[config.mk]
export PLATFORM = sky130hd
export DESIGN_NAME = gfp_skid
export DESIGN_NICKNAME = d
export VERILOG_FILES = /design/src/sv/gfp_pkg.sv /design/src/sv/gfp_skid.sv
export SDC_FILE = /design/constraint.sdc
export NUM_CORES = 1
export LEC_CHECK = 0
export BUFFER_PORTS_ARGS = -buffer_cell sky130_fd_sc_hd__buf_4
export CAP_MARGIN = 40
export CORE_MARGIN = 4
export CORE_UTILIZATION = 35
export CTS_CLUSTER_DIAMETER = 60
export CTS_CLUSTER_SIZE = 14
export DETAILED_ROUTE_END_ITERATION = 6
export PLACE_DENSITY = 0.65
export SLEW_MARGIN = 10
export SYNTH_ARGS = -nofsm -noshare
export SYNTH_HDL_FRONTEND = slang
export SYNTH_SLANG_ARGS = --single-unit
[constraint.sdc]
create_clock -name clk_i -period 4.1 [get_ports clk_i]
set_input_delay 0.615 -clock clk_i [delete_from_list [all_inputs] [get_ports clk_i]]
set_output_delay 0.615 -clock clk_i [all_outputs]
set_load 0.1 [all_outputs]
[src/sv/gfp_pkg.sv]
package gfp_pkg;

  localparam int unsigned PaletteEntries = 256;

  typedef enum logic [1:0] {
    ACT_PALETTE = 2'd0,
    ACT_START   = 2'd1,
    ACT_PIXEL   = 2'd2,
    ACT_NONE    = 2'd3
  } action_e;

  typedef enum logic [1:0] {
    KIND_PIXEL  = 2'd0,
    KIND_ACCEPT = 2'd1,
    KIND_REJECT = 2'd2,
    KIND_DROP   = 2'd3
  } kind_e;

  typedef enum logic {
    CFG_CANVAS_WIDTH  = 1'b0,
    CFG_CANVAS_HEIGHT = 1'b1
  } cfg_index_e;

  // interlace pass row offsets and steps
  localparam logic [3:0] PassOffset [4] = '{4'd0, 4'd4, 4'd2, 4'd1};
  localparam logic [3:0] PassStep   [4] = '{4'd8, 4'd8, 4'd4, 4'd2};

  // result stage contents, color comes from the palette read register
  typedef struct packed {
    kind_e       kind;
    logic        write_enable;
    logic [15:0] pos_x;
    logic [15:0] pos_y;
    logic        color_en;
    logic        last_pixel;
  } stage_t;

  typedef struct packed {
    kind_e       kind;
    logic        write_enable;
    logic [15:0] pos_x;
    logic [15:0] pos_y;
    logic [7:0]  red;
    logic [7:0]  green;
    logic [7:0]  blue;
    logic        last_pixel;
  } result_t;

endpackage

[src/sv/gfp_skid.sv]
module gfp_skid import gfp_pkg::*; (
  input  logic    clk_i,
  input  logic    rst_ni,
  input  logic    push_i,
  input  result_t data_i,
  output logic    full_o,
  output logic    valid_o,
  input  logic    ready_i,
  output result_t data_o
);

  result_t     mem_q [2];
  logic        wr_q, rd_q;
  logic [1:0]  cnt_q;
  logic        pop;

  assign pop = valid_o && ready_i;

  always_ff @(posedge clk_i or negedge rst_ni) begin
    if (!rst_ni) begin
      wr_q  <= 1'b0;
      rd_q  <= 1'b0;
      cnt_q <= '0;
    end else begin
      if (push_i) wr_q <= ~wr_q;
      if (pop)    rd_q <= ~rd_q;
      cnt_q <= cnt_q + {1'b0, push_i} - {1'b0, pop};
    end
  end

  always_ff @(posedge clk_i) begin
    if (push_i) begin
      mem_q[wr_q] <= data_i;
    end
  end

  assign full_o  = cnt_q == 2'd2;
  assign valid_o = cnt_q != 2'd0;
  assign data_o  = mem_q[rd_q];

`ifndef NO_ASSERTIONS
  a_cnt_range: assert property (@(posedge clk_i) disable iff (!rst_ni)
    cnt_q != 2'd3) else $error("skid count overflow");
  a_no_push_full: assert property (@(posedge clk_i) disable iff (!rst_ni)
    full_o |-> !push_i) else $error("push into full skid");
  a_no_pop_empty: assert property (@(posedge clk_i) disable iff (!rst_ni)
    (cnt_q == 2'd1 && pop && !push_i) |=> !valid_o) else $error("skid drain mismatch");
`endif

endmodule
[Word level (Yosys, flattened, before mapping)]
Memory sizes are Yosys's and may differ from the RTL's.
Cells that the tools add are included.
Cells by class
  add/sub/neg operators: 2
  eq/ne operators: 1
  multiplexer cells: 2
  bitwise operators: 2
  reductions and logical operators: 2
Operator list (count)
  2-bit by 1-bit adder with 2-bit output: 1
  2-bit == test, second input constant: 1
  1-bit two-way mux: 2
  1-bit NOT: 2
  2-bit nonzero test: 1
  2-bit by 1-bit subtractor with 2-bit output: 1
  1-bit logical AND: 1
Storage, ports and cells
  register bits after elaboration: 4
  bits in writable memories: 120
  bits of input ports: 64
  output and inout port bits: 62
  word-level logic and storage cells: 13
  memories kept: 1
Memories
  mem_q: words 2, width 60, rd ports 1, clocked after Yosys merged registers in 0, wr ports 1, RTL line gfp_skid.sv:12  | result_t mem_q [2];

[Longest topological paths before layout]
  depth in word-level cells: 3
  depth in mapped cells: 6
  mapped depth without buffers: 6

[Worst setup path after synthesis]
OpenSTA, ideal clock, no wires.
  path type: input to register
  start point: input push_i
  end point: memory mem_q[0][0] (netlist name), enable pin
  setup time: 485 ps
  arrival: 3259 ps
  required time: 3615 ps
  setup slack: 356 ps
  stages on the path: 1
  path buffers: 0
  cells stage by stage: nor2b_1
On the way
  word-level cells in the longest chain between the ends: 2
Ends and longest elaborated chain
  from (decl): RTL line gfp_skid.sv:4  | input logic push_i,
  1-bit two-way mux: RTL line gfp_skid.sv:32  | if (push_i) begin
  1-bit two-way mux (not written as such): RTL line gfp_skid.sv:33  | mem_q[wr_q] <= data_i;
  to (decl): RTL line gfp_skid.sv:12
Every way passes these cells.

==> results.md <==
* Hold Path Depth at 1
* Hold Slack at 396 ps
* Clk sink count at 124
* Number of fill cells at 1143
* Slew @ Worst Pin at 591 ps
* Die H at 126 um
* Gates resized, CTS repair at 0
* Area delta synth->final at 35.3%
* Sequential share of the synthesized area at 76.6%
* R2r worst-path depth at 6
* CP cell instances: buf_16 -> mux2_4 -> buf_4
* CTS Hold Bufs at 1
* Crit Reg-Reg Startpoint: cnt_q[0]
* CP startpoint kind: flop
* MaxCap Viol Count at 0
* Slowest cell on crit path: dfrtp_4
* Setup CP Type: reg -> out
* Rows at 42
* TritonCTS clock tree: built
* RSZ-0062 raised after global routing: no
* Later-pin clock latency in the skew report at 400 ps
* R2R Path End: cnt_q[1]
* Setup tns final at 0 ps
* Most frequent cells in the layout: buf_4 (125), edfxtp_1 (120), mux2_4 (59), clkbuf_16 (17), clkbuf_1 (5)
* First-pass GRT wire length at 13.1 mm
* Hold Path Origin: data_i[2]
* Number of CTS-inserted buffers at 17
* IO buf count at 125
* Reg2Reg Setup Slack at 2590 ps
* GPL Wtd Cong at 0.679
* Final setup fails at 0
* CP max stage delay at 810 ps
* Total grt overflow at 0
* Critical path capture point type: output port
* Final Skew at 3.63 ps
* Final wirelength at 8.23 mm
* Die width at 126 um
* Period utilization at 66.7%
* WHS Endpoint: mem_q[1][2]
* DRC viols at 0
* Net Count, Synth at 270
* Antenna cells at 0
* Initial Util at 36.1%
* Final worst path period need at 2730 ps
* Reg clk slew, reported paths at 50 ps
* Longest Clk Path Bufs at 2
* Yosys Warn Count at 0
* Total track usage at 11.0%
* Routed Antenna Nets at 0
* Peak clock frequency supported by timing at 366 MHz
* DR pass1 iterations at 4
* Commonest non-fill, non-tap cell in the layout: buf_4
* Hold Fails Final Rpt at 0
* Die Footprint at 15800 um2
* Initial DRC count at 96
* Clock Root Buffer: clkbuf_16
* Seq cells post-synth at 124
* Synthesized area per cell at 23.7 um2
* Worst endpoint data arrival time at 2120 ps
* Vias per Instance at 4.32
* Final design utilization at 48.8%
* CP Max Fanout at 32
* Vias at 2312
* Worst min path class: in -> reg
* Yosys cell types at 14
* Nets@finish at 412
* Placed inst area at 5960 um2
* # IOs at 126
* Slew Limit Fails at 0
* Post-CTS Setup Inserts at 0
* Synthesized cell area at 4830 um2
* DP HPWL at 5.57 mm
* Status: finished clean
* Htree depth at 4
* Layout cells sized above 1 at 60.2%
* Synth Instances at 204
* Max-slew headroom at 60.6%
* Final instance area at 6540 um2
* Core ar. at 13400 um2
* CP required at 3480 ps
* Pin count of the biggest net entering global routing at 35
* Initial antenna violation count at 0
* Number of global-route vias before repair at 2592
* DR WL/cell at 15.4 um
==> worst max path at each step <==
stage	depth (start not counted)	start	to	slack [ps]
after floorplan	1	push_i	mem_q[0][0]	360
after global placement	2	rd_q	data_o[59]	1600
after detailed placement	3	rd_q	data_o[38]	1750
after CTS	3	rd_q	data_o[38]	1300
after global routing	3	rd_q	data_o[37]	1260
final	3	rd_q	data_o[17]	1370
==> metal layers <==
layer	share of wire, %	vias up	GRT usage, %
met5	0	-	0
li1	-	1086	-
met3	7.2	14	4.95
met2	51	84	18.2
met4	2.0	0	5.55
met1	39	1128	11.9
==> synthesized netlist by cell type <==
cell type	n	area [um2]
edfxtp_1	120	3600
mux2_4	59	886
buf_12	6	120
dfrtp_1	4	100
ha_1	2	25.0
inv_1	2	7.51
nor2b_1	2	12.5
xnor2_1	2	17.5
xor2_1	2	17.5
and2_1	1	6.26
buf_6	1	11.3
mux2_2	1	11.3
o21a_1	1	7.51
or2_2	1	6.26
==> worst max-delay path: cells and delay by family, from the launching register on <==
family                 cells  cell delay, ps
muxes                      1             330
buffers and inverters      2             530
DFF                        1             810
==> sequential cells by signal, summed over array words and instances, names as in the netlist <==
name   cells
rd_q       1
mem_q    120
cnt_q      2
wr_q       1
==> cells by family (layout without fill, tap and decap cells) <==
logic type                 count (synthesis)  after routing  synth area share, %
buffers and inverters                      9            164                 2.87
xor gates and xnor gates                   4              4                0.725
DFF                                      124            124                 76.6
and+or+nand+nor                            4              4                0.518
adders and majority gates                  2              2                0.518
muxes                                     60             60                 18.6
AOI/OAI and AO/OA                          1              1                0.155
==> final cells by class <==
type	count	area, um2	share of cell area (%)
timing repair buffer	130	1040	15.8
sequential	124	3710	56.7
multi-input combinational	71	1000	15.3
inverter	2	7.51	0.115
tap	176	220	3.37
clock buffer	22	444	6.79
clock inverter	10	123	1.88
==> per-stage QoR <==
step	instances	worst slack, ps
finish	535	1370
global route	535	1260
CTS	535	1300
detailed placement	502	1750
global placement	499	1600
floorplan	204	356
Power is left out: the tool's default activity adds up to more than one toggle a clock period on the data nets, which glitch-free logic cannot reach.
