### config.mk
export PLATFORM = sky130hd
export DESIGN_NAME = gfp_ctrl
export DESIGN_NICKNAME = d
export VERILOG_FILES = /design/src/sv/gfp_pkg.sv /design/src/sv/gfp_ctrl.sv
export SDC_FILE = /design/constraint.sdc
export NUM_CORES = 1
export LEC_CHECK = 0
export BUFFER_PORTS_ARGS = -buffer_cell sky130_fd_sc_hd__buf_4
export CAP_MARGIN = 15
export CORE_MARGIN = 5
export CORE_UTILIZATION = 32
export DETAILED_ROUTE_END_ITERATION = 6
export GPL_TIMING_DRIVEN = 0
export HOLD_SLACK_MARGIN = 0.12
export PLACE_DENSITY = 0.6
export SLEW_MARGIN = 20
export SYNTH_ARGS = -nofsm -noshare
export SYNTH_HDL_FRONTEND = slang
export SYNTH_SLANG_ARGS = --single-unit
### constraint.sdc
create_clock -name clk_i -period 7.7 [get_ports clk_i]
set_input_delay 1.54 -clock clk_i [delete_from_list [all_inputs] [get_ports clk_i]]
set_output_delay 1.54 -clock clk_i [all_outputs]
set_load 0.005 [all_outputs]
### src/sv/gfp_pkg.sv
package gfp_pkg;

  localparam int unsigned PaletteEntries = 256;

  typedef enum logic [1:0] {
    ACT_PALETTE = 2'd0,
    ACT_START   = 2'd1,
    ACT_PIXEL   = 2'd2,
    ACT_NONE    = 2'd3
  } action_e;

  typedef enum logic [1:0] {
    KIND_PIXEL  = 2'd0,
    KIND_ACCEPT = 2'd1,
    KIND_REJECT = 2'd2,
    KIND_DROP   = 2'd3
  } kind_e;

  typedef enum logic {
    CFG_CANVAS_WIDTH  = 1'b0,
    CFG_CANVAS_HEIGHT = 1'b1
  } cfg_index_e;

  // interlace pass row offsets and steps
  localparam logic [3:0] PassOffset [4] = '{4'd0, 4'd4, 4'd2, 4'd1};
  localparam logic [3:0] PassStep   [4] = '{4'd8, 4'd8, 4'd4, 4'd2};

  // result stage contents, color comes from the palette read register
  typedef struct packed {
    kind_e       kind;
    logic        write_enable;
    logic [15:0] pos_x;
    logic [15:0] pos_y;
    logic        color_en;
    logic        last_pixel;
  } stage_t;

  typedef struct packed {
    kind_e       kind;
    logic        write_enable;
    logic [15:0] pos_x;
    logic [15:0] pos_y;
    logic [7:0]  red;
    logic [7:0]  green;
    logic [7:0]  blue;
    logic        last_pixel;
  } result_t;

endpackage

### src/sv/gfp_ctrl.sv
module gfp_ctrl import gfp_pkg::*; #(
  parameter int unsigned ENTRIES = PaletteEntries
) (
  input  logic        clk_i,
  input  logic        rst_ni,
  input  logic        cfg_we_i,
  input  logic        cfg_index_i,
  input  logic [15:0] cfg_data_i,
  input  logic        accept_i,
  input  logic [1:0]  action_i,
  input  logic [7:0]  color_index_i,
  input  logic [15:0] img_left_i,
  input  logic [15:0] img_top_i,
  input  logic [15:0] img_width_i,
  input  logic [15:0] img_height_i,
  input  logic        interlaced_i,
  input  logic        use_transparency_i,
  input  logic        move_i,
  output logic        stage_valid_o,
  output stage_t      stage_o
);

  localparam logic [8:0] EntriesW = 9'(ENTRIES);

  logic [15:0] canvas_w_q, canvas_h_q;
  logic [15:0] left_q, top_q, width_q, height_q;
  logic [15:0] left_d, top_d, width_d, height_d;
  logic        ilace_q, ilace_d, skip_en_q, skip_en_d;
  logic [7:0]  skip_idx_q, skip_idx_d;
  logic [15:0] col_q, col_d, row_q, row_d;
  logic [1:0]  pass_q, pass_d;
  logic        active_q, active_d;
  logic        stage_valid_q, stage_valid_d;
  stage_t      stage_q, stage_d;

  logic [16:0] sum_x, sum_y, col_inc, row_inc, r;
  logic        reject, wrap, transparent, fin, done;
  logic [1:0]  p;
  logic [15:0] row_next;
  logic [1:0]  pass_next;

  always_ff @(posedge clk_i or negedge rst_ni) begin
    if (!rst_ni) begin
      canvas_w_q <= 16'd8;
      canvas_h_q <= 16'd8;
    end else if (cfg_we_i) begin
      case (cfg_index_i)
        CFG_CANVAS_WIDTH:  canvas_w_q <= cfg_data_i;
        CFG_CANVAS_HEIGHT: canvas_h_q <= cfg_data_i;
        default: ;
      endcase
    end
  end

  // next row position, up to three pass changes chained
  always_comb begin
    row_inc   = {1'b0, row_q} + 17'd1;
    r         = {1'b0, row_q} + 17'(PassStep[pass_q]);
    p         = pass_q;
    fin       = 1'b0;
    done      = 1'b0;
    for (int k = 0; k < 4; k++) begin
      if (!fin) begin
        if (r < {1'b0, height_q}) begin
          fin = 1'b1;
        end else if (p == 2'd3) begin
          fin  = 1'b1;
          done = 1'b1;
          r    = '0;
        end else begin
          p = p + 2'd1;
          r = 17'(PassOffset[p]);
        end
      end
    end
    if (ilace_q) begin
      row_next  = r[15:0];
      pass_next = p;
    end else begin
      row_next  = row_inc[15:0];
      pass_next = pass_q;
      done      = row_inc >= {1'b0, height_q};
    end
  end

  always_comb begin
    sum_x       = {1'b0, img_left_i} + {1'b0, img_width_i};
    sum_y       = {1'b0, img_top_i} + {1'b0, img_height_i};
    reject      = (sum_x > {1'b0, canvas_w_q}) || (sum_y > {1'b0, canvas_h_q});
    col_inc     = {1'b0, col_q} + 17'd1;
    wrap        = col_inc >= {1'b0, width_q};
    transparent = skip_en_q && (color_index_i == skip_idx_q);

    left_d = left_q; top_d = top_q; width_d = width_q; height_d = height_q;
    ilace_d = ilace_q; skip_en_d = skip_en_q; skip_idx_d = skip_idx_q;
    col_d = col_q; row_d = row_q; pass_d = pass_q; active_d = active_q;
    stage_d = '0;
    stage_d.kind = KIND_DROP;
    stage_valid_d = stage_valid_q && !move_i;

    if (accept_i) begin
      stage_valid_d = 1'b0;
      case (action_e'(action_i))
        ACT_START: begin
          stage_valid_d = 1'b1;
          if (reject) begin
            active_d     = 1'b0;
            stage_d.kind = KIND_REJECT;
          end else begin
            left_d       = img_left_i;
            top_d        = img_top_i;
            width_d      = img_width_i;
            height_d     = img_height_i;
            ilace_d      = interlaced_i;
            skip_en_d    = use_transparency_i;
            skip_idx_d   = color_index_i;
            col_d        = '0;
            row_d        = '0;
            pass_d       = '0;
            active_d     = (img_width_i != '0) && (img_height_i != '0);
            stage_d.kind = KIND_ACCEPT;
          end
        end
        ACT_PIXEL: begin
          stage_valid_d = 1'b1;
          if (active_q) begin
            stage_d.kind         = KIND_PIXEL;
            stage_d.pos_x        = left_q + col_q;
            stage_d.pos_y        = top_q + row_q;
            stage_d.write_enable = !transparent;
            stage_d.color_en     = !transparent && ({1'b0, color_index_i} < EntriesW);
            if (wrap) begin
              col_d  = '0;
              row_d  = row_next;
              pass_d = pass_next;
              if (done) begin
                active_d           = 1'b0;
                stage_d.last_pixel = 1'b1;
              end
            end else begin
              col_d = col_inc[15:0];
            end
          end
        end
        default: ;
      endcase
    end
  end

  always_ff @(posedge clk_i or negedge rst_ni) begin
    if (!rst_ni) begin
      left_q <= '0; top_q <= '0; width_q <= '0; height_q <= '0;
      ilace_q <= 1'b0; skip_en_q <= 1'b0; skip_idx_q <= '0;
      col_q <= '0; row_q <= '0; pass_q <= '0;
      active_q <= 1'b0;
      stage_valid_q <= 1'b0;
    end else begin
      left_q <= left_d; top_q <= top_d; width_q <= width_d; height_q <= height_d;
      ilace_q <= ilace_d; skip_en_q <= skip_en_d; skip_idx_q <= skip_idx_d;
      col_q <= col_d; row_q <= row_d; pass_q <= pass_d;
      active_q <= active_d;
      stage_valid_q <= stage_valid_d;
    end
  end

  always_ff @(posedge clk_i) begin
    if (accept_i) begin
      stage_q <= stage_d;
    end
  end

  assign stage_valid_o = stage_valid_q;
  assign stage_o       = stage_q;

endmodule

; ---- Word-level counts from Yosys, hierarchy flattened
; Index checks and enable logic that the tools add are counted.
[word_totals]
regBits = 178
in_bits = 98
output_inout_bits = 38
elab_cells = 161
[classes]
add_sub_neg = 11
n_lt_le_gt_ge = 13
n_eq_ne = 11
mux = 81
bitwise = 7
reduce_logical = 19
[op_table]
columns = cell, n
row1 = two-way mux 16 bit, 8
row2 = two-way mux 17 bit, 5
row3 = < comparator 17 x 16 -> 1 bit, 4
row4 = case mux 16 bit (2 select lines), 2
row5 = two-way mux 4 bit, 14
row6 = binary-select mux 4 bit (select 2 bit), 5
row7 = two-way mux 37 bit, 1
row8 = adder 16 x 1 -> 17 bit (second input constant), 2
row9 = adder 16 x 16 -> 17 bit, 2
row10 = >= comparator 17 x 16 -> 1 bit, 2
row11 = greater-than comparator 17 x 16 -> 1 bit, 2
row12 = adder 16 bit, 2
row13 = two-way mux 2 bit, 16
row14 = nonzero test 16 bit, 2
row15 = two-way mux 1 bit, 27
row16 = adder 16 x 4 -> 17 bit, 1
row17 = >= comparator 3 bit (second input constant), 5
row18 = inverter 2 -> 3 bit, 5
row19 = == test 2 bit (second input constant), 5
row20 = adder 2 x 1 -> 2 bit (second input constant), 4
row21 = == test 8 bit, 1
row22 = inequality test 2 bit (second input constant), 4
row23 = case mux 2 bit (2 select lines), 2
row24 = AND reduction 2 bit, 4
row25 = 12 further kinds, 17

; ---- Longest topological paths before layout
; Gate-level depths: netlist of the first run.
[depth]
depth_word = 30
mapped_depth = 43

; ---- Worst setup path before layout of the first run
; Ideal clock, no wire load.
[synth_path]
path_kind = register -> register
start = register pass_q[1]
end = register stage_q, in the netlist stage_o[0], data pin
setup_ns = 0.266
t_arrival_ns = 7.538
t_required_ns = 7.434
setup_slack_ns = -0.104
stages_incl_launch_ff = 41
n_path_buf = 3
period_less_slack_ns = 7.804
cell_sequence = dfrtp_1 clkbuf_1 inv_1 nor2_1 ha_1 fa_1 a21oi_1 nor2_1 xor2_1 ha_1 or4_1 o21ai_0 a211oi_1 nor2_1 clkbuf_1 clkbuf_1 and2_1 ha_1 (+5 left out) a22o_1 ha_1 nand3_1 nor2_1 a311oi_1 and3_1 o21ai_1 a21boi_0 ha_1 nand4_1 nor4_1 a221oi_1 o21ai_0 a21oi_1 a21oi_1 and4_1 o21ai_1 nor2_1
[synth_between]
elab_chain_len = 24
[synth_lines]
columns = element, line_no
row1 = from (decl), gfp_ctrl.sv:31  ; logic [1:0] pass_q, pass_d;
row2 = from (signal assigned), gfp_ctrl.sv:160  ; col_q <= col_d; row_q <= row_d; pass_q <= pass_d;
row3 = "parallel branches: the longest is 21 deep, another holds adder 16 x 4 -> 17 bit", --
row4 = two-way mux 1 bit (*), gfp_ctrl.sv:63  ; if (!fin) begin
row5 = two-way mux 1 bit (*), gfp_ctrl.sv:76  ; if (ilace_q) begin
row6 = two-way mux 1 bit (*), gfp_ctrl.sv:136  ; if (done) begin
row7 = to (signal assigned), gfp_ctrl.sv:168  ; stage_q <= stage_d;
row8 = to (decl), gfp_ctrl.sv:34  ; stage_t stage_q, stage_d;
; Mark *: on every way between the ends. The select of a mux whose other input is x is not followed.
; A chain may end at the register's enable or synchronous reset.

; ---- Worst setup path after layout of the first run
[layout_path]
start = register pass_q[0]
end = register stage_q, in the netlist stage_o[0], data pin
; Same word-level chain as after synthesis.

==> flow_summary.yaml, run 1 <==
layout:
  multi_input_area_um2: 9210
  area_growth_pct: 24.9
  largest_register_ffs: 36
  fill_cells: 4203
  final_cell_mix: "ha_1 (180), buf_4 (173), dfrtp_1 (137)"
  final_cells: 2272
  ff_latch_area_um2: 4640
  antenna-diode-count: 0
  layout-drive-gt1-share: 0.237
  layout_commonest_cell: "ha_1"
  design_area_um2: 17200
  nets: 1971
floorplanning:
  die_y_um: 218
  die_area_um2: 47400
  dieWidth_um: 218
  ioPinCount: 136
  coreArea_um2: 42900
  start_util: 0.322
  num_rows: 76
clock_tree:
  cts_made_buffers: 17
  cts_max_path_buffers: 2
  clock_latency_ps: 470
  ctsHtreeMaxLevel: 4
  cts_tree: "done"
  clkTransAtPathRegs_ps: 70
  cts_hold_buf: 0
  cts_sinks: 178
  cts_root_buf: "clkbuf_16"
timing:
  finalMaxSlewViolations: 0
  fin_crit_ps: 7690
  worst_pin_slew_ps: 956
  fmax_mhz: 130
  slew_headroom: 0.363
  fin_crit_sh: 0.998
  clock_skew_ps: 18.2
  setup_viol: 0
  hold_viol: 0
  grt_setup_unrepaired: "true"
setup_path:
  worst-setup-path-type: "reg -> reg"
  critPathCaptureType: "flip-flop"
  slowest_delay_ps: 410
  reg2regPathDepth: 42
  cp_slowest_cell: "dfrtp_1"
  r2r-start: "pass_q[0]$_DFFE_PN0P_"
  startpoint_type: "flip-flop"
  worstPathArrival_ps: 7870
  r2r-end: "stage_o[0]$_SDFFCE_PN0P_"
  path_max_fanout: 6
  r2r_slack_ps: 10
  required_ps: 7890
worst_hold_path:
  hold_end: "canvas_h_q[5]$_DFFE_PN0P_"
  min_path_cells: 1
  hp-start: "canvas_h_q[5]$_DFFE_PN0P_"
  min_path_type: "reg -> reg"
placed_design:
  numPortBuffers: 135
  dpl-instance-area_um2: 15600
  dp.cells: 2196
  place_hpwl_um: 36300
  place_congestion: 0.955
routing:
  routed_wl_um: 47000
  routedWlPerCell_um: 20.7
  antenna_left: 0
  drt_iter0_markers: 828
  drt-vias-per-instance: 5.39
  drtPass1Iterations: 5
  vias: 12300
  route.detailed.drc: 0
flow_run:
  max_cap_violations: 0
outcome:
  outcome: "completed"
grt:
  grtUsageTotal: 0.194
  antenna_found_initial: 0
  grt_pass1_vias: 12300
  grt_first_pass_wirelength_um: 70900
  grt_max_degree: 74
  gr-total-overflow: 0
power_and_ir_drop:
  clockPowerShare: 0.211
  power_density_nw_per_um2: 233
  cellLeakagePower_nw: 7.94
  p_int_mw: 2.40
  p_switching_mw: 1.60
  swShare: 0.400
  pwr-share-comb: 0.451
  p_seq_frac: 0.339
  max-vdd-ir-drop_mv: 0.154
logic_synthesis:
  synth_ff_type: "dfrtp_1"
  syn_area_um2: 13800
  avgSynthCellArea_um2: 9.36
  synth.distinct_cells: 74
  async_reset_ff_frac: 0.798
  synth_edf_count: 36
  yosys_warnings: 0
  seq_area_frac_synth: 0.336
  synth_fp_nets: 1772
  ys_ff_latch: 178
  syn_inst: 1475
metrics by stage:
stage | setup TNS (ps) | utilization | hold slack, ps | worst slack [ps] | total power, mW
finish | 0 | 0.402 | 508 | 12.2 | 4.01
global placement | -8370 | 0.363 | 486 | -2440 | 2.94
detailed placement | -8250 | 0.364 | 487 | -2400 | 3.00
floorplan | 0 | - | 465 | 51.9 | 2.45
CTS | 0 | 0.389 | 511 | 11.6 | 3.92
global route | -730 | 0.402 | 530 | -279 | 4.29
how the worst max path moves through the flow:
stage	from	endpoint	slack (ps)	depth (start not counted)
floorplan	pass_q[1]$_DFFE_PN0P_	stage_o[0]$_SDFFCE_PN0P_	50	40
detailed placement	pass_q[1]$_DFFE_PN0P_	stage_o[0]$_SDFFCE_PN0P_	-2400	42
global placement	pass_q[1]$_DFFE_PN0P_	stage_o[0]$_SDFFCE_PN0P_	-2440	42
global route	pass_q[0]$_DFFE_PN0P_	row_q[0]$_DFFE_PN0P_	-280	45
finish	pass_q[0]$_DFFE_PN0P_	stage_o[0]$_SDFFCE_PN0P_	10	42
CTS	pass_q[1]$_DFFE_PN0P_	stage_o[0]$_SDFFCE_PN0P_	10	41
kinds of logic after synthesis:
logic type	after synthesis	synth area share
AND/OR/NAND/NOR	428	0.156
multiplexers	69	0.0552
flip-flops	178	0.336
XOR/XNOR	98	0.0622
buffers and inverters	158	0.0455
AO/OA/AOI/OAI	345	0.162
adder cells (fa/ha/maj)	199	0.183
critical path, delay by kind of cell (launching register included):
family | cells | cell delay, ps
AND/OR/NAND/NOR | 16 | 2030
buffers and inverters | 6 | 760
AO/OA/AOI/OAI | 12 | 2170
flip-flops | 1 | 410
adder cells (fa/ha/maj) | 6 | 1700
XOR/XNOR | 2 | 320
cell type report:
| cell class | count | area share |
|---|---|---|
| multi-input combinational | 1139 | 0.534 |
| sequential | 178 | 0.269 |
| clock buffer | 21 | 0.0261 |
| tap | 585 | 0.0425 |
| inverter | 111 | 0.0249 |
| buffer | 46 | 0.0149 |
| clock inverter | 11 | 0.00537 |
| timing repair buffer | 181 | 0.0828 |
synthesized netlist by cell type (5+ instances only):
master | instances | area (um2)
and2_1 | 39 | 244
a31oi_1 | 19 | 119
and3_1 | 15 | 93.8
mux2_1 | 6 | 67.6
mux2_2 | 51 | 574
nand3_1 | 35 | 175
nor2_1 | 89 | 334
fa_1 | 5 | 100
o31ai_2 | 7 | 87.6
o211ai_1 | 6 | 45.0
nor4_1 | 16 | 100
a21o_1 | 36 | 270
o21bai_1 | 7 | 52.6
o31ai_1 | 12 | 90.1
o41ai_1 | 5 | 43.8
or3_1 | 6 | 37.5
mux2i_1 | 12 | 120
edfxtp_1 | 36 | 1080
a211oi_1 | 14 | 105
nor3_1 | 25 | 125
a21boi_0 | 6 | 45.0
clkbuf_1 | 30 | 113
xnor2_1 | 63 | 552
ha_1 | 194 | 2430
nand2b_1 | 8 | 50.1
a21oi_1 | 69 | 345
xor2_1 | 35 | 307
nor2b_1 | 25 | 156
buf_2 | 10 | 50.1
or2_2 | 6 | 37.5
o21ai_0 | 101 | 505
o21a_1 | 12 | 90.1
nand4_1 | 33 | 206
inv_1 | 109 | 409
nand2_1 | 111 | 417
a31o_2 | 12 | 105
dfrtp_1 | 140 | 3500
routing by layer:
layer  GRT usage  routed length, um
met1       0.262              20900
met4      0.0562               1380
met3      0.0512               3440
met2       0.308              21300
met5           0                  0
power by group through the flow:
stage | clock network, mW | registers (mW) | logic [mW]
floorplan | 0 | 1.32 | 1.13
global placement | 0 | 1.37 | 1.58
detailed placement | 0 | 1.37 | 1.63
CTS | 0.858 | 1.36 | 1.70
global route | 0.894 | 1.38 | 2.01
finish | 0.844 | 1.36 | 1.81
what timing repair did:
action / in CTS / in global routing
buffers inserted: 27 / 19
endpoints found under the setup margin: 5 / 3
pin swaps: 40 / 62
gates resized for setup: 87 / 73
cloned: 0 / 1
Note: power is estimated with default switching activity, not from simulation.
==> run 2, diff against run 1 <==
--- a/config.mk
+++ b/config.mk
@@ -5,7 +5,7 @@
 export SDC_FILE = /design/constraint.sdc
 export NUM_CORES = 1
 export LEC_CHECK = 0
-export BUFFER_PORTS_ARGS = -buffer_cell sky130_fd_sc_hd__buf_4
+export BUFFER_PORTS_ARGS = -buffer_cell sky130_fd_sc_hd__buf_2
 export CAP_MARGIN = 15
 export CORE_MARGIN = 5
 export CORE_UTILIZATION = 32
==> run 2 against run 1 <==
The run now ends with setup timing left. First-iteration DRC count rose by 19%. Maximum frequency fell by 2.0%. Flip-flop and latch count did not move. Wire length fell by 1.0%. Clock power rose by 5.8%. Cell area fell by 2.7%. Largest power group unchanged. Setup slack got worse by 160 ps. Core utilization fell by 1.1 points. Clock skew fell by 3.8 ps. Non-clock buffer count fell by 4. Critical path depth fell by 2. Clock-buffer cell count fell by 1.
==> flow_summary.yaml, run 2 (synthesis results as in run 1) <==
setup_path:
  required_ps: 7880
  critPathCaptureType: "flip-flop"
  path_max_fanout: 5
  r2r_slack_ps: -150
  cp_slowest_cell: "dfrtp_2"
  r2r-start: "pass_q[1]$_DFFE_PN0P_"
  slowest_delay_ps: 430
  startpoint_type: "flip-flop"
  worstPathArrival_ps: 8030
  reg2regPathDepth: 40
  r2r-end: "stage_o[0]$_SDFFCE_PN0P_"
  worst-setup-path-type: "reg -> reg"
  setup.worst_path.start: "pass_q[1]$_DFFE_PN0P_"
grt:
  gr-total-overflow: 0
  grt_max_degree: 77
  grt_first_pass_wirelength_um: 70900
  antenna_found_initial: 2
  grtUsageTotal: 0.194
  grt_pass1_vias: 12200
layout:
  layout_commonest_cell: "ha_1"
  largest_register_ffs: 36
  ff_latch_area_um2: 4640
  finish.utilization: 0.391
  area_growth_pct: 21.5
  fill_cells: 4309
  design_area_um2: 16800
  final_cell_mix: "ha_1 (183), buf_2 (144), dfrtp_1 (138)"
  nets: 1967
  layout-drive-gt1-share: 0.231
  multi_input_area_um2: 9090
floorplanning:
  die_y_um: 218
  die_area_um2: 47400
  start_util: 0.322
  dieWidth_um: 218
  ioPinCount: 136
  coreArea_um2: 42900
  num_rows: 76
clock_tree:
  ctsHtreeMaxLevel: 4
  clock_latency_ps: 460
  cts_made_buffers: 17
  cts_sinks: 178
  cts_tree: "done"
  cts_root_buf: "clkbuf_16"
  cts_hold_buf: 0
  clkTransAtPathRegs_ps: 70
  cts_max_path_buffers: 2
routing:
  antenna_left: 0
  drt-vias-per-instance: 5.41
  route.detailed.drc: 0
  routed_wl_um: 46500
  drtPass1Iterations: 7
  vias: 12300
  routedWlPerCell_um: 20.5
  drt_iter0_markers: 982
timing:
  fin_crit_ps: 7850
  setup_ws_ps: -149
  worst_pin_slew_ps: 1100
  grt_setup_unrepaired: "true"
  fin_crit_sh: 1.02
  timing.hold.ws_ps: 502
  hold_viol: 0
  slew_headroom: 0.265
  clock_skew_ps: 14.5
  setup_tns_ps: -194
  fmax_mhz: 127
  finalMaxSlewViolations: 0
  setup_viol: 3
placed_design:
  place_congestion: 0.941
  place_hpwl_um: 36100
  numPortBuffers: 135
  dpl-instance-area_um2: 15300
worst_hold_path:
  hold_end: "left_q[13]$_DFFE_PN0P_"
  hp-start: "left_q[13]$_DFFE_PN0P_"
  min_path_type: "reg -> reg"
  min_path_cells: 1
outcome:
  violations: "setup timing"
  outcome: "complete, but fails checks"
power_and_ir_drop:
  pwr-share-comb: 0.441
  p_seq_frac: 0.337
  cellLeakagePower_nw: 7.83
  p_switching_mw: 1.59
  clockPowerShare: 0.222
  swShare: 0.395
  power_density_nw_per_um2: 240
  p_int_mw: 2.43
  max-vdd-ir-drop_mv: 0.155
flow_run:
  max_cap_violations: 0
run 2: layout make-up:
cell class              instances  share of cell area
flip-flops and latches        178               0.277
diodes                          1            0.000149
clock buffers                  20              0.0260
inverters                     111              0.0250
plain buffers                  46              0.0152
repair buffers                177              0.0633
clock inverters                12             0.00806
well taps                     585              0.0436
multi-input cells            1139               0.542
run 2: worst max-delay path, delay by kind of cell (launching register included):
family / cells / cell delay (ps)
simple gates: 11 / 1420
compound gates: 18 / 3530
fa+ha+maj: 6 / 1480
buf+inv: 4 / 460
xor+xnor: 1 / 230
flops: 1 / 430
run 2: routing by layer:
| layer | GRT usage | wire length, um | vias up | part of all wire |
|---|---|---|---|---|
| li1 | - | - | 5725 | - |
| met1 | 0.269 | 21400 | 6043 | 0.46 |
| met2 | 0.311 | 21100 | 442 | 0.45 |
| met3 | 0.0350 | 2980 | 64 | 0.064 |
| met4 | 0.0535 | 1090 | 0 | 0.023 |
| met5 | 0 | 0 | - | 0 |
run 2: power by group through the flow:
stage | Clock (mW) | Sequential [mW] | Combinational, mW
3_3_place_gp | 0 | 1.36 | 1.56
4_1_cts | 0.911 | 1.36 | 1.66
3_5_place_dp | 0 | 1.37 | 1.60
5_1_grt | 0.946 | 1.38 | 1.97
2_1_floorplan | 0 | 1.32 | 1.13
6_report | 0.893 | 1.36 | 1.78
run 2: worst max path at each step:
stage	to	slack (ps)	cells after the start
finish	stage_o[0]$_SDFFCE_PN0P_	-150	40
global route	stage_o[0]$_SDFFCE_PN0P_	-310	40
CTS	active_q$_DFFE_PN0P_	-10	43
detailed placement	stage_o[0]$_SDFFCE_PN0P_	-2400	42
global placement	stage_o[0]$_SDFFCE_PN0P_	-2430	42
floorplan	stage_o[0]$_SDFFCE_PN0P_	50	40
run 2: what timing repair did:
action / CTS / global route
endpoints found under the setup margin: 5 / 3
resized for setup: 74 / 59
setup buffers: 22 / 18
endpoints found under the hold margin: 0 / 0
gates cloned: 0 / 1
pin swaps: 34 / 41
run 2: metrics by stage:
step | total power, mW | setup slack (ps) | cells
3_3_place_gp | 2.92 | -2430 | 2195
4_1_cts | 3.93 | -14.8 | 2249
2_1_floorplan | 2.45 | 51.9 | 1475
6_report | 4.03 | -149 | 2269
5_1_grt | 4.30 | -314 | 2269
3_5_place_dp | 2.97 | -2400 | 2196
